$ cat src/rtl/core/ldf_pkg.sv
package ldf_pkg;

  localparam int unsigned WordW       = 32;
  localparam int unsigned ByteW       = 8;
  localparam int unsigned CntW        = 4;
  localparam int unsigned CfgIdxW     = 1;

  localparam logic [CntW-1:0]    PrefixBytes = CntW'(8);
  localparam logic [CntW-1:0]    WordBytes   = CntW'(4);
  localparam logic [WordW-1:0]   BodyMin     = WordW'(4);

  localparam logic [WordW-1:0]   MagicWordRst  = '0;
  localparam logic [WordW-1:0]   MaxBodyLenRst = WordW'(65536);

  localparam logic [CfgIdxW-1:0] CfgMagicWord  = CfgIdxW'(0);
  localparam logic [CfgIdxW-1:0] CfgMaxBodyLen = CfgIdxW'(1);

  localparam logic [1:0] StData   = 2'd0;
  localparam logic [1:0] StEmpty  = 2'd1;
  localparam logic [1:0] StMagic  = 2'd2;
  localparam logic [1:0] StLength = 2'd3;

  typedef struct packed {
    logic             req_type;
    logic [ByteW-1:0] data_byte;
  } ldf_in_t;

  typedef struct packed {
    logic [1:0]       status;
    logic [ByteW-1:0] data_out;
    logic             is_payload;
    logic             last;
  } ldf_out_t;

  typedef struct packed {
    logic [WordW-1:0] magic_word;
    logic [WordW-1:0] max_body_len;
  } ldf_cfg_t;

endpackage

$ cat src/rtl/core/ldf_cfg_regs.sv
module ldf_cfg_regs (
  input  logic                    clk_i,
  input  logic                    rst_ni,
  input  logic                    cfg_valid_i,
  output logic                    cfg_ready_o,
  input  logic [ldf_pkg::CfgIdxW-1:0] cfg_index_i,
  input  logic [ldf_pkg::WordW-1:0]   cfg_data_i,
  output ldf_pkg::ldf_cfg_t       cfg_o
);
  import ldf_pkg::*;

  ldf_cfg_t cfg_q, cfg_d;

  assign cfg_ready_o = 1'b1;
  assign cfg_o       = cfg_q;

  always_comb begin
    cfg_d = cfg_q;
    if (cfg_valid_i) begin
      case (cfg_index_i)
        CfgMagicWord:  cfg_d.magic_word   = cfg_data_i;
        CfgMaxBodyLen: cfg_d.max_body_len = cfg_data_i;
        default:       cfg_d = cfg_q;
      endcase
    end
  end

  always_ff @(posedge clk_i or negedge rst_ni) begin
    if (!rst_ni) begin
      cfg_q.magic_word   <= MagicWordRst;
      cfg_q.max_body_len <= MaxBodyLenRst;
    end else begin
      cfg_q <= cfg_d;
    end
  end

endmodule

$ cat src/rtl/core/ldf_parser.sv
module ldf_parser (
  input  logic              clk_i,
  input  logic              rst_ni,
  input  ldf_pkg::ldf_cfg_t cfg_i,
  input  logic              item_valid_i,
  input  ldf_pkg::ldf_in_t  item_i,
  output logic              result_valid_o,
  output ldf_pkg::ldf_out_t result_o
);
  import ldf_pkg::*;

  localparam logic [1:0] PhPrefix  = 2'd0;
  localparam logic [1:0] PhHlen    = 2'd1;
  localparam logic [1:0] PhHeader  = 2'd2;
  localparam logic [1:0] PhPayload = 2'd3;

  logic [1:0]       phase_q, phase_d;
  logic [CntW-1:0]  prefix_count_q, prefix_count_d;
  logic [WordW-1:0] word_shift_q, word_shift_d;
  logic [WordW-1:0] magic_seen_q, magic_seen_d;
  logic [WordW-1:0] body_rem_q, body_rem_d;
  logic [WordW-1:0] header_left_q, header_left_d;
  logic [WordW-1:0] payload_left_q, payload_left_d;
  logic             halted_q, halted_d;

  logic [WordW-1:0] shifted;
  logic [CntW-1:0]  cnt_inc;
  logic [WordW-1:0] header_dec;
  logic [WordW-1:0] payload_dec;

  assign shifted     = {item_i.data_byte, word_shift_q[WordW-1:ByteW]};
  assign cnt_inc     = prefix_count_q + CntW'(1);
  assign header_dec  = header_left_q - WordW'(1);
  assign payload_dec = payload_left_q - WordW'(1);

  always_comb begin
    phase_d        = phase_q;
    prefix_count_d = prefix_count_q;
    word_shift_d   = word_shift_q;
    magic_seen_d   = magic_seen_q;
    body_rem_d     = body_rem_q;
    header_left_d  = header_left_q;
    payload_left_d = payload_left_q;
    halted_d       = halted_q;
    result_valid_o = 1'b0;
    result_o       = '{status: StData, data_out: '0, is_payload: 1'b0, last: 1'b1};

    if (item_valid_i) begin
      if (item_i.req_type) begin
        phase_d        = PhPrefix;
        prefix_count_d = '0;
        word_shift_d   = '0;
        magic_seen_d   = '0;
        body_rem_d     = '0;
        header_left_d  = '0;
        payload_left_d = '0;
        halted_d       = 1'b0;
      end else if (!halted_q) begin
        case (phase_q)
          PhPrefix: begin
            word_shift_d   = shifted;
            prefix_count_d = cnt_inc;
            if (cnt_inc == WordBytes) begin
              magic_seen_d = shifted;
            end
            if (cnt_inc == PrefixBytes) begin
              prefix_count_d = '0;
              word_shift_d   = '0;
              body_rem_d     = shifted - BodyMin;
              if (magic_seen_q != cfg_i.magic_word) begin
                halted_d        = 1'b1;
                result_valid_o  = 1'b1;
                result_o.status = StMagic;
              end else if (shifted < BodyMin || shifted > cfg_i.max_body_len) begin
                halted_d        = 1'b1;
                result_valid_o  = 1'b1;
                result_o.status = StLength;
              end else begin
                phase_d = PhHlen;
              end
            end
          end
          PhHlen: begin
            word_shift_d   = shifted;
            prefix_count_d = cnt_inc;
            if (cnt_inc == WordBytes) begin
              prefix_count_d = '0;
              word_shift_d   = '0;
              if (shifted > body_rem_q) begin
                halted_d        = 1'b1;
                result_valid_o  = 1'b1;
                result_o.status = StLength;
              end else begin
                header_left_d  = shifted;
                payload_left_d = body_rem_q - shifted;
                if (shifted != '0) begin
                  phase_d = PhHeader;
                end else if (body_rem_q != shifted) begin
                  phase_d = PhPayload;
                end else begin
                  phase_d         = PhPrefix;
                  result_valid_o  = 1'b1;
                  result_o.status = StEmpty;
                end
              end
            end
          end
          PhHeader: begin
            header_left_d     = header_dec;
            result_valid_o    = 1'b1;
            result_o.data_out = item_i.data_byte;
            result_o.last     = 1'b0;
            if (header_dec != '0) begin
              phase_d = PhHeader;
            end else if (payload_left_q != '0) begin
              phase_d = PhPayload;
            end else begin
              phase_d       = PhPrefix;
              result_o.last = 1'b1;
            end
          end
          PhPayload: begin
            payload_left_d      = payload_dec;
            result_valid_o      = 1'b1;
            result_o.data_out   = item_i.data_byte;
            result_o.is_payload = 1'b1;
            result_o.last       = 1'b0;
            if (payload_dec == '0) begin
              phase_d       = PhPrefix;
              result_o.last = 1'b1;
            end
          end
          default: begin
            phase_d        = PhPrefix;
            prefix_count_d = '0;
            word_shift_d   = '0;
            magic_seen_d   = '0;
            body_rem_d     = '0;
            header_left_d  = '0;
            payload_left_d = '0;
            halted_d       = 1'b0;
          end
        endcase
      end
    end
  end

  always_ff @(posedge clk_i or negedge rst_ni) begin
    if (!rst_ni) begin
      phase_q        <= PhPrefix;
      prefix_count_q <= '0;
      word_shift_q   <= '0;
      magic_seen_q   <= '0;
      body_rem_q     <= '0;
      header_left_q  <= '0;
      payload_left_q <= '0;
      halted_q       <= 1'b0;
    end else begin
      phase_q        <= phase_d;
      prefix_count_q <= prefix_count_d;
      word_shift_q   <= word_shift_d;
      magic_seen_q   <= magic_seen_d;
      body_rem_q     <= body_rem_d;
      header_left_q  <= header_left_d;
      payload_left_q <= payload_left_d;
      halted_q       <= halted_d;
    end
  end

  a_payload_after_header: assert property (@(posedge clk_i) disable iff (!rst_ni)
    (phase_q == PhPayload) |-> (header_left_q == '0 && payload_left_q != '0))
    else $error("payload phase entered with header bytes pending or no payload");

  a_data_phase_clean: assert property (@(posedge clk_i) disable iff (!rst_ni)
    (phase_q == PhHeader || phase_q == PhPayload) |->
      (prefix_count_q == '0 && word_shift_q == '0))
    else $error("prefix collection state left over in a data phase");

  a_prefix_count_range: assert property (@(posedge clk_i) disable iff (!rst_ni)
    prefix_count_q < PrefixBytes)
    else $error("prefix byte count out of range");

  a_status_marks_last: assert property (@(posedge clk_i) disable iff (!rst_ni)
    (result_valid_o && result_o.status != StData) |->
      (result_o.last && result_o.data_out == '0 && !result_o.is_payload))
    else $error("non-data result without last mark or with data");

  a_error_halts: assert property (@(posedge clk_i) disable iff (!rst_ni)
    (result_valid_o && (result_o.status == StMagic || result_o.status == StLength))
      |=> halted_q)
    else $error("error reported without halting the parser");

endmodule

$ cat src/rtl/core/length_prefixed_deframer_core.sv
// Frame parser for a byte stream laid out as a little-endian magic word, a
// body length and a header length, followed by header and payload bytes. One
// input transaction carries one received byte or a clear request; each header
// or payload byte gives one result flagged as header or payload, with last set
// on the final byte of a frame, and an empty frame, a bad magic word or a bad
// length each give a single status result. After an error all bytes are dropped
// without a result until a clear request arrives. The block takes a transaction
// per clock cycle unless the consumer stalls, through an input register, the
// parse logic and a result register that lets the next byte enter while a
// finished result waits for the consumer. The user must write registers through
// the configuration port only while no transaction is in flight (not enforced).
module length_prefixed_deframer_core (
  input  logic                        clk_i,
  input  logic                        rst_ni,
  input  logic                        cfg_valid_i,
  output logic                        cfg_ready_o,
  input  logic [ldf_pkg::CfgIdxW-1:0] cfg_index_i,
  input  logic [ldf_pkg::WordW-1:0]   cfg_data_i,
  input  logic                        in_valid_i,
  output logic                        in_ready_o,
  input  ldf_pkg::ldf_in_t            in_data_i,
  output logic                        out_valid_o,
  input  logic                        out_ready_i,
  output ldf_pkg::ldf_out_t           out_data_o
);
  import ldf_pkg::*;

  ldf_cfg_t cfg;
  logic     s1_valid_q;
  ldf_in_t  s1_item_q;
  logic     out_valid_q;
  ldf_out_t out_data_q;
  logic     advance;
  logic     res_valid;
  ldf_out_t res;

  assign advance     = s1_valid_q && (!out_valid_q || out_ready_i);
  assign in_ready_o  = !s1_valid_q || advance;
  assign out_valid_o = out_valid_q;
  assign out_data_o  = out_data_q;

  ldf_cfg_regs u_cfg_regs (
    .clk_i       (clk_i),
    .rst_ni      (rst_ni),
    .cfg_valid_i (cfg_valid_i),
    .cfg_ready_o (cfg_ready_o),
    .cfg_index_i (cfg_index_i),
    .cfg_data_i  (cfg_data_i),
    .cfg_o       (cfg)
  );

  ldf_parser u_parser (
    .clk_i          (clk_i),
    .rst_ni         (rst_ni),
    .cfg_i          (cfg),
    .item_valid_i   (advance),
    .item_i         (s1_item_q),
    .result_valid_o (res_valid),
    .result_o       (res)
  );

  always_ff @(posedge clk_i or negedge rst_ni) begin
    if (!rst_ni) begin
      s1_valid_q  <= 1'b0;
      out_valid_q <= 1'b0;
    end else begin
      if (in_ready_o) begin
        s1_valid_q <= in_valid_i;
      end
      if (advance) begin
        out_valid_q <= res_valid;
      end else if (out_ready_i) begin
        out_valid_q <= 1'b0;
      end
    end
  end

  always_ff @(posedge clk_i) begin
    if (in_valid_i && in_ready_o) begin
      s1_item_q <= in_data_i;
    end
    if (advance && res_valid) begin
      out_data_q <= res;
    end
  end

endmodule
$ cat config.mk
export PLATFORM = sky130hd
export DESIGN_NAME = length_prefixed_deframer_core
export DESIGN_NICKNAME = d
export VERILOG_FILES = /design/src/rtl/core/ldf_pkg.sv /design/src/rtl/core/ldf_cfg_regs.sv /design/src/rtl/core/ldf_parser.sv /design/src/rtl/core/length_prefixed_deframer_core.sv
export SDC_FILE = /design/constraint.sdc
export NUM_CORES = 1
export LEC_CHECK = 0
export ABC_AREA = 0
export ABC_CLOCK_PERIOD_IN_PS = 4900
export CAP_MARGIN = 10
export CELL_PAD_IN_SITES_DETAIL_PLACEMENT = 0
export CELL_PAD_IN_SITES_GLOBAL_PLACEMENT = 1
export CORE_MARGIN = 4
export CORE_UTILIZATION = 50
export CTS_CLUSTER_SIZE = 12
export DETAILED_ROUTE_END_ITERATION = 8
export DONT_BUFFER_PORTS = 1
export PLACE_DENSITY_LB_ADDON = 0.15
export SKIP_LAST_GASP = 1
export SLEW_MARGIN = 40
export SYNTH_ARGS = -nofsm -noshare
export SYNTH_HDL_FRONTEND = slang
export SYNTH_SLANG_ARGS = --single-unit
$ cat constraint.sdc
create_clock -name clk_i -period 4.9 [get_ports clk_i]
set_input_delay 0.245 -clock clk_i [delete_from_list [all_inputs] [get_ports clk_i]]
set_output_delay 0.245 -clock clk_i [all_outputs]
set_load 0.1 [all_outputs]
==> out/metrics.yaml, run 1 <==
power:
  p_sw_share_pct: 44.9
  p_int_uw: 5830
  p_per_area_mw_per_mm2: 611
  switchingPower_uw: 4740
  seq_power_share_pct: 27.5
  pwr-share-clk_pct: 20.8
  leakage_uw: 0.00742
  ir_drop_mv: 0.342
  pwr-share-comb_pct: 51.7
final_layout:
  finalNonFillerCells: 2131
  multi_input_area_mm2: 0.00825
  n_antenna_cell: 0
  regArea_mm2: 0.00626
  drive_above_1_share_pct: 11.0
  fillers: 2698
  finish.net_count: 1838
  area_delta_synth_final_pct: 14.3
clock_network:
  postCtsHoldBufs: 43
  cts_tree: "yes"
  clock_latency_ps: 550
  numCtsBuffers: 28
  cts_sinks: 246
  path_clk_slew_ps: 60
  cts-root-buf: "clkbuf_16"
  cts_max_level: 1
  cts_buffer_depth: 3
  cts_resized: 0
  cts_setup_buffers: 0
sta:
  min_period_ps: 4200
  slew_headroom_pct: 40.6
  worstMarginPinSlew_ps: 893
  finClkSkew_ps: 11.1
  setup_viol: 0
  slew_violations: 0
  post-route-period-util_pct: 85.8
  fin_setup_tns_ps: 0
  rsz0062_at_grt: "no"
  hold_viol_final: 225
  fmax_mhz: 238
  fin_hold_ws_ps: -609
yosys:
  synth_nets: 1808
  synth.avg_cell_area_um2: 8.96
  syn-instance-count: 1689
  ys_ff_latch: 246
  netlist_area_mm2: 0.0151
  ys_warn_count: 0
  ys_seq_area_share_pct: 41.4
  synth_edf_count: 21
  synthFlopType: "dfrtp_1"
  yosysUniqueCellTypes: 73
  ys_async_sr_fraction_pct: 91.5
routing:
  dr.pass1.iters: 5
  drc: 0
  wl_per_cell_um: 22.2
  detail-route-antenna-nets: 0
  drt-total-wl_mm: 47.3
  drtIter0Drc: 1203
  via_per_inst: 6.13
  vias: 13100
floorplanning:
  io_pins: 62
  die_h_um: 182
  die_area_mm2: 0.0331
  core_mm2: 0.0297
  rows: 63
  start_util_pct: 50.9
  die_w_um: 182
global_route:
  overflow: 0
  grt_max_degree: 226
  grt_pass1_wl_mm: 74.2
  grt_pass1_vias: 12800
  grtUsageTotal_pct: 28.1
  grt_antenna_before_repair: 0
placement:
  placed_cells: 2034
  gp_congestion: 0.870
  port_buffers: 0
  dp_hpwl_mm: 33.6
setup_path:
  worst-path-buf-inv: 3
  cpPeakStageDelay_ps: 580
  critPathTopFamily: "compound AO/OA/AOI/OAI gates"
  endpoint_kind: "flip-flop"
  cp.depth: 13
  worstRegToRegCells: 13
  worstSetupPathType: "reg -> reg"
  path_cells: "ha_1 > inv_1 > fa_1 > a21o_1 > a221oi_1 > buf_4 > a21oi_1 > nor3b_1 > o41ai_1 > or2_1 > a21o_1 > a21oi_1 > buf_4"
  required_ps: 5160
  startpoint: "u_parser.word_shift_q[8]"
  crit_slowest_cell: "a21oi_1"
  critPathMaxFanout: 8
  reg2reg_from: "u_parser.word_shift_q[8]"
  r2r-end: "out_data_o[3]"
  regToRegSetupSlack_ps: 700
  cp.arrival_ps: 4470
  crit_end: "out_data_o[3]"
  start_kind: "flip-flop"
min_path:
  hold_path_class: "in -> async"
flow_run:
  drv_cap: 0
status:
  violations: "negative hold slack"
  outcome: "finished, violations left"
metrics by stage:
stage | utilization [%] | instance area [um2] | setup WS (ps) | total power, uW
2_1_floorplan | - | 15100 | 1150 | 6740
3_3_place_gp | 52.5 | 15600 | 779 | 8200
3_5_place_dp | 53.3 | 15800 | 727 | 8250
4_1_cts | 58.0 | 17200 | 702 | 10500
5_1_grt | 58.2 | 17300 | 374 | 11300
6_report | 58.2 | 17300 | 697 | 10600
cell usage after synthesis (10+ instances only):
| library cell | count | area share [%] |
|---|---|---|
| nand2_1 | 149 | 3.7 |
| a31oi_1 | 20 | 0.83 |
| ha_1 | 71 | 5.9 |
| nand3_1 | 28 | 0.93 |
| o31ai_1 | 55 | 2.7 |
| xor2_1 | 21 | 1.2 |
| inv_1 | 88 | 2.2 |
| edfxtp_1 | 21 | 4.2 |
| nor3_1 | 61 | 2.0 |
| mux2_2 | 66 | 4.9 |
| nand3b_1 | 10 | 0.50 |
| o21ai_0 | 162 | 5.4 |
| a21o_1 | 15 | 0.74 |
| a22o_1 | 26 | 1.5 |
| clkbuf_1 | 80 | 2.0 |
| a21oi_1 | 122 | 4.0 |
| dfrtp_1 | 224 | 37 |
| or4_1 | 10 | 0.50 |
| nand4_1 | 30 | 1.2 |
| xnor2_1 | 78 | 4.5 |
| nor4_1 | 43 | 1.8 |
| or3_1 | 10 | 0.41 |
| nor2_1 | 134 | 3.3 |
layout make-up:
type	instances	share of cell area, %
clock buffers	41	4.80
clock inverters	11	0.767
inverters	90	1.95
multi-input cells	1260	47.7
flip-flops and latches	246	36.2
well taps	390	2.82
repair buffers	93	5.79
how the worst min path moves through the flow:
stage,end,slack (ps),cells past startpoint
after global routing,u_cfg_regs.cfg_o[39],-630,0
final,u_cfg_regs.cfg_o[9],-610,0
after CTS,u_cfg_regs.cfg_o[39],-620,0
after detailed placement,u_cfg_regs.cfg_o[39],-40,0
after floorplan,out_valid_o,-50,0
after global placement,u_cfg_regs.cfg_o[39],-40,0
cells by family (layout without fill, tap and decap cells):
family / after synthesis / in the layout / synth area share, %
AOI/OAI and AO/OA: 476 / 476 / 19.1
xor gates and xnor gates: 99 / 99 / 5.73
adders and majority gates: 72 / 72 / 6.00
buffers and inverters: 183 / 235 / 4.69
DFF: 246 / 246 / 41.4
muxes: 69 / 69 / 5.11
other: 1 / 1 / 0.0248
and+or+nand+nor: 543 / 543 / 17.9
sequential cells by signal (all words and copies together) (netlist names), 2 cells and up:
| name | cells |
|---|---|
| u_cfg_regs.cfg_o | 64 |
| u_parser.body_rem_q | 32 |
| u_parser.header_left_q | 32 |
| u_parser.magic_seen_q | 32 |
| u_parser.payload_left_q | 32 |
| u_parser.word_shift_q | 24 |
| out_data_o | 12 |
| s1_item_q | 9 |
| u_parser.prefix_count_q | 4 |
| u_parser.phase_q | 2 |
power groups by stage:
stage	logic, uW	registers, uW	clock network (uW)
floorplan	3940	2800	0
detailed placement	5320	2930	0
global route	6010	2960	2330
global placement	5240	2960	0
CTS	5390	2900	2230
finish	5470	2900	2200
cell usage in the layout, fill, tap and decap left out, types with 26 or more instances in the layout:
cell / netlist / layout
nand4_1: 30 / 30
nor2_1: 134 / 134
ha_1: 71 / 71
nand3_1: 28 / 28
mux2_2: 66 / 66
clkbuf_16: 0 / 31
xnor2_1: 78 / 78
inv_1: 88 / 88
nor4_1: 43 / 41
buf_4: 1 / 40
a22o_1: 26 / 26
nand2_1: 149 / 147
o31ai_1: 55 / 54
dfrtp_1: 224 / 223
dlygate4sd3_1: 0 / 43
nor3_1: 61 / 60
a21oi_1: 122 / 122
o21ai_0: 162 / 160
metal layers:
layer	track usage (%)	vias up	part of all wire, %
met5	0	-	0
met4	6.72	0	2.7
met3	4.49	70	6.1
met2	44.6	383	46
met1	40.6	6434	45
li1	-	6176	-
No activity file was read; power rests on OpenSTA's default activity.
==> inputs of run 2 (changes only) <==
Settings changed: SYNTH_HIERARCHICAL from default to 1.
==> run 2 against run 1 <==
First-iteration DRC count rose by 9.6%; sequential share of layout area is 0.17 points higher; critical path depth shrank 4; via count decreased by 1.5%; the flow still finishes with violations (negative hold slack); flip-flop and latch count unchanged; clock skew rose by 11 ps; highest routed layer is now met5; global-route usage is 0.68 points lower.
==> out/metrics.yaml, run 2 <==
status:
  outcome: "finished, violations left"
  violations: "negative hold slack"
yosys:
  synth_edf_count: 21
  synth-adder-area-share_pct: 6.09
  ys_seq_area_share_pct: 41.4
  synth_compound_area_share_pct: 19.1
  synth_nets: 1785
  ys_warn_count: 6
  yosysTopAreaCellShare_pct: 37.0
  yosysUniqueCellTypes: 75
  synth_common_cells: "224 x dfrtp_1, 155 x o21ai_0, 136 x nor2_1"
  synth-xor-area-share_pct: 5.85
  synth_most_common_cell: "dfrtp_1"
  yosysTopAreaCell: "dfrtp_1"
  synth-simple-area-share_pct: 17.8
  ys_async_sr_fraction_pct: 91.5
  syn-instance-count: 1665
  synth_top_family_by_area: "compound AO/OA/AOI/OAI gates"
  synth.avg_cell_area_um2: 9.09
  ys_ff_latch: 246
  synth_mux_area_share_pct: 5.17
  netlist_area_mm2: 0.0151
  synthFlopType: "dfrtp_1"
  synthTopCellsByArea: "dfrtp_1 37%, ha_1 6.0%, o21ai_0 5.1%, mux2_2 4.2%, edfxtp_1 4.2%"
min_path:
  hold_path_class: "in -> async"
final_layout:
  largest_reg_flops: 64
  drive_above_1_share_pct: 10.5
  fillers: 2640
  fin_util_pct: 57.9
  finalNonFillerCells: 2096
  final_cell_mix: "224 x dfrtp_1, 154 x o21ai_0, 136 x nor2_1"
  final_common_cell: "dfrtp_1"
  n_antenna_cell: 0
  fin_area_mm2: 0.0172
  area_delta_synth_final_pct: 13.8
  finish.net_count: 1805
setup_path:
  start_kind: "flip-flop"
  worstSetupPathType: "reg -> reg"
  required_ps: 5330
  cpPeakStageDelay_ps: 690
  path_cells: "or4_1 > nor4_4 > nand3_2 > o31a_1 > nor3_2 > a21oi_1 > or4b_1 > nor4_1 > a21o_1"
  cp.arrival_ps: 4540
  startpoint: "u_parser/header_left_q[2]"
  crit_slowest_cell: "or4_1"
  endpoint_kind: "flip-flop"
  critPathMaxFanout: 11
  reg2reg_from: "u_parser/header_left_q[2]"
sta:
  slew_violations: 0
  fin_hold_ws_ps: -606
  finClkSkew_ps: 22.1
  fin_setup_tns_ps: 0
  post-route-period-util_pct: 83.9
  rsz0062_at_grt: "no"
  worstMarginPinSlew_ps: 894
  hold_viol_final: 225
  slew_headroom_pct: 40.5
  timing.final.ws_setup_ps: 790
  setup_viol: 0
  min_period_ps: 4110
  fmax_mhz: 243
placement:
  placed_cell_area_mm2: 0.0158
  port_buffers: 0
  placed_cells: 2000
  dp_hpwl_mm: 33.0
  gp_congestion: 0.899
  post-place-ws_ps: 838
routing:
  via_per_inst: 6.14
  drtIter0Drc: 1319
  dr.pass1.iters: 5
  detail-route-antenna-nets: 0
  drc: 0
  drt-total-wl_mm: 46.1
  vias: 12900
  wl_per_cell_um: 22.0
clock_network:
  cts-root-buf: "clkbuf_16"
  clock_latency_ps: 560
  cts_sinks: 246
  numCtsBuffers: 29
  cts_setup_buffers: 0
  postCtsHoldBufs: 44
  path_clk_slew_ps: 60
  cts_resized: 0
  cts_max_level: 1
  cts_buffer_depth: 3
  cts_tree: "yes"
floorplanning:
  die_area_mm2: 0.0331
  core_mm2: 0.0297
  io_pins: 62
  die_w_um: 182
  rows: 63
  start_util_pct: 50.9
  die_h_um: 182
global_route:
  grt_antenna_before_repair: 1
  overflow: 0
  grt_pass1_wl_mm: 72.5
  grt_max_degree: 226
  grtUsageTotal_pct: 27.4
  grt_pass1_vias: 12500
power:
  leakage_uw: 0.00747
  ir_drop_mv: 0.256
  p_per_area_mw_per_mm2: 415
flow_run:
  drv_cap: 0
## run 2: changes by cell type in the layout (fill, tap and decap cells not counted), moves of 8 or more
| cell | change |
|---|---|
| xnor2_1 | -27 |
| buf_4 | -13 |
| xor2_1 | +29 |
| mux2_4 | +8 |
| nor2b_1 | +8 |
| inv_1 | -11 |
| mux2_2 | -9 |
| nand2_1 | -23 |
| a22o_1 | +10 |
## run 2: final timing paths
path | to | slack [ps] | cells after the start
worst max-delay path | out_data_o[0] | 790 | 9
worst min-delay path | u_cfg_regs/cfg_o[38] | -610 | 0
worst max register to register | out_data_o[0] | 790 | 9
worst min register to register | u_parser/body_rem_q[14] | 490 | 2
max in group asynchronous | u_parser/header_left_q[16] | 5240 | 0
min in group clk_i | u_cfg_regs/cfg_o[44] | 20 | 2
## run 2: per-layer routing
layer,GRT usage [%],wire length [um]
met1,39.5,20600
met2,42.9,20900
met3,4.65,3230
met4,7.72,1410
met5,0,7
## run 2: through the flow
step                      hold WS [ps]  total power, uW
after detailed placement         -40.8             4900
after global placement           -41.5             4870
after CTS                         -629             7140
final                             -606             7140
after floorplan                  -50.6             4270
after global routing              -627             7560
## run 2: cell type report
| type | count | area [um2] | share of cell area, % |
|---|---|---|---|
| sequential | 246 | 6260 | 36.4 |
| timing repair buffer | 84 | 963 | 5.60 |
| multi-input combinational | 1247 | 8240 | 47.9 |
| inverter | 77 | 289 | 1.68 |
| tap | 390 | 488 | 2.83 |
| clock inverter | 12 | 128 | 0.741 |
| clock buffer | 40 | 847 | 4.92 |
## run 2: kinds of logic (layout without fill, tap and decap cells)
family | Yosys count | after routing
AND/OR/NAND/NOR | 535 | 535
AO/OA/AOI/OAI | 470 | 470
flip-flops | 246 | 246
buffers and inverters | 172 | 213
XOR/XNOR | 101 | 101
adder cells (fa/ha/maj) | 73 | 73
multiplexers | 67 | 67
other | 1 | 1
## run 2: power breakdown
part	total, uW	internal, uW	switching (uW)	leakage (uW)
sequential	2630	2320	309	0.00312
combinational	2300	963	1340	0.00388
clock	2200	1310	894	0.000472
## run 2: critical path: cells and delay by family, from the launching register on
family	cells	cell delay (ps)
AO/OA/AOI/OAI	3	650
AND/OR/NAND/NOR	6	2860
flip-flops	1	460
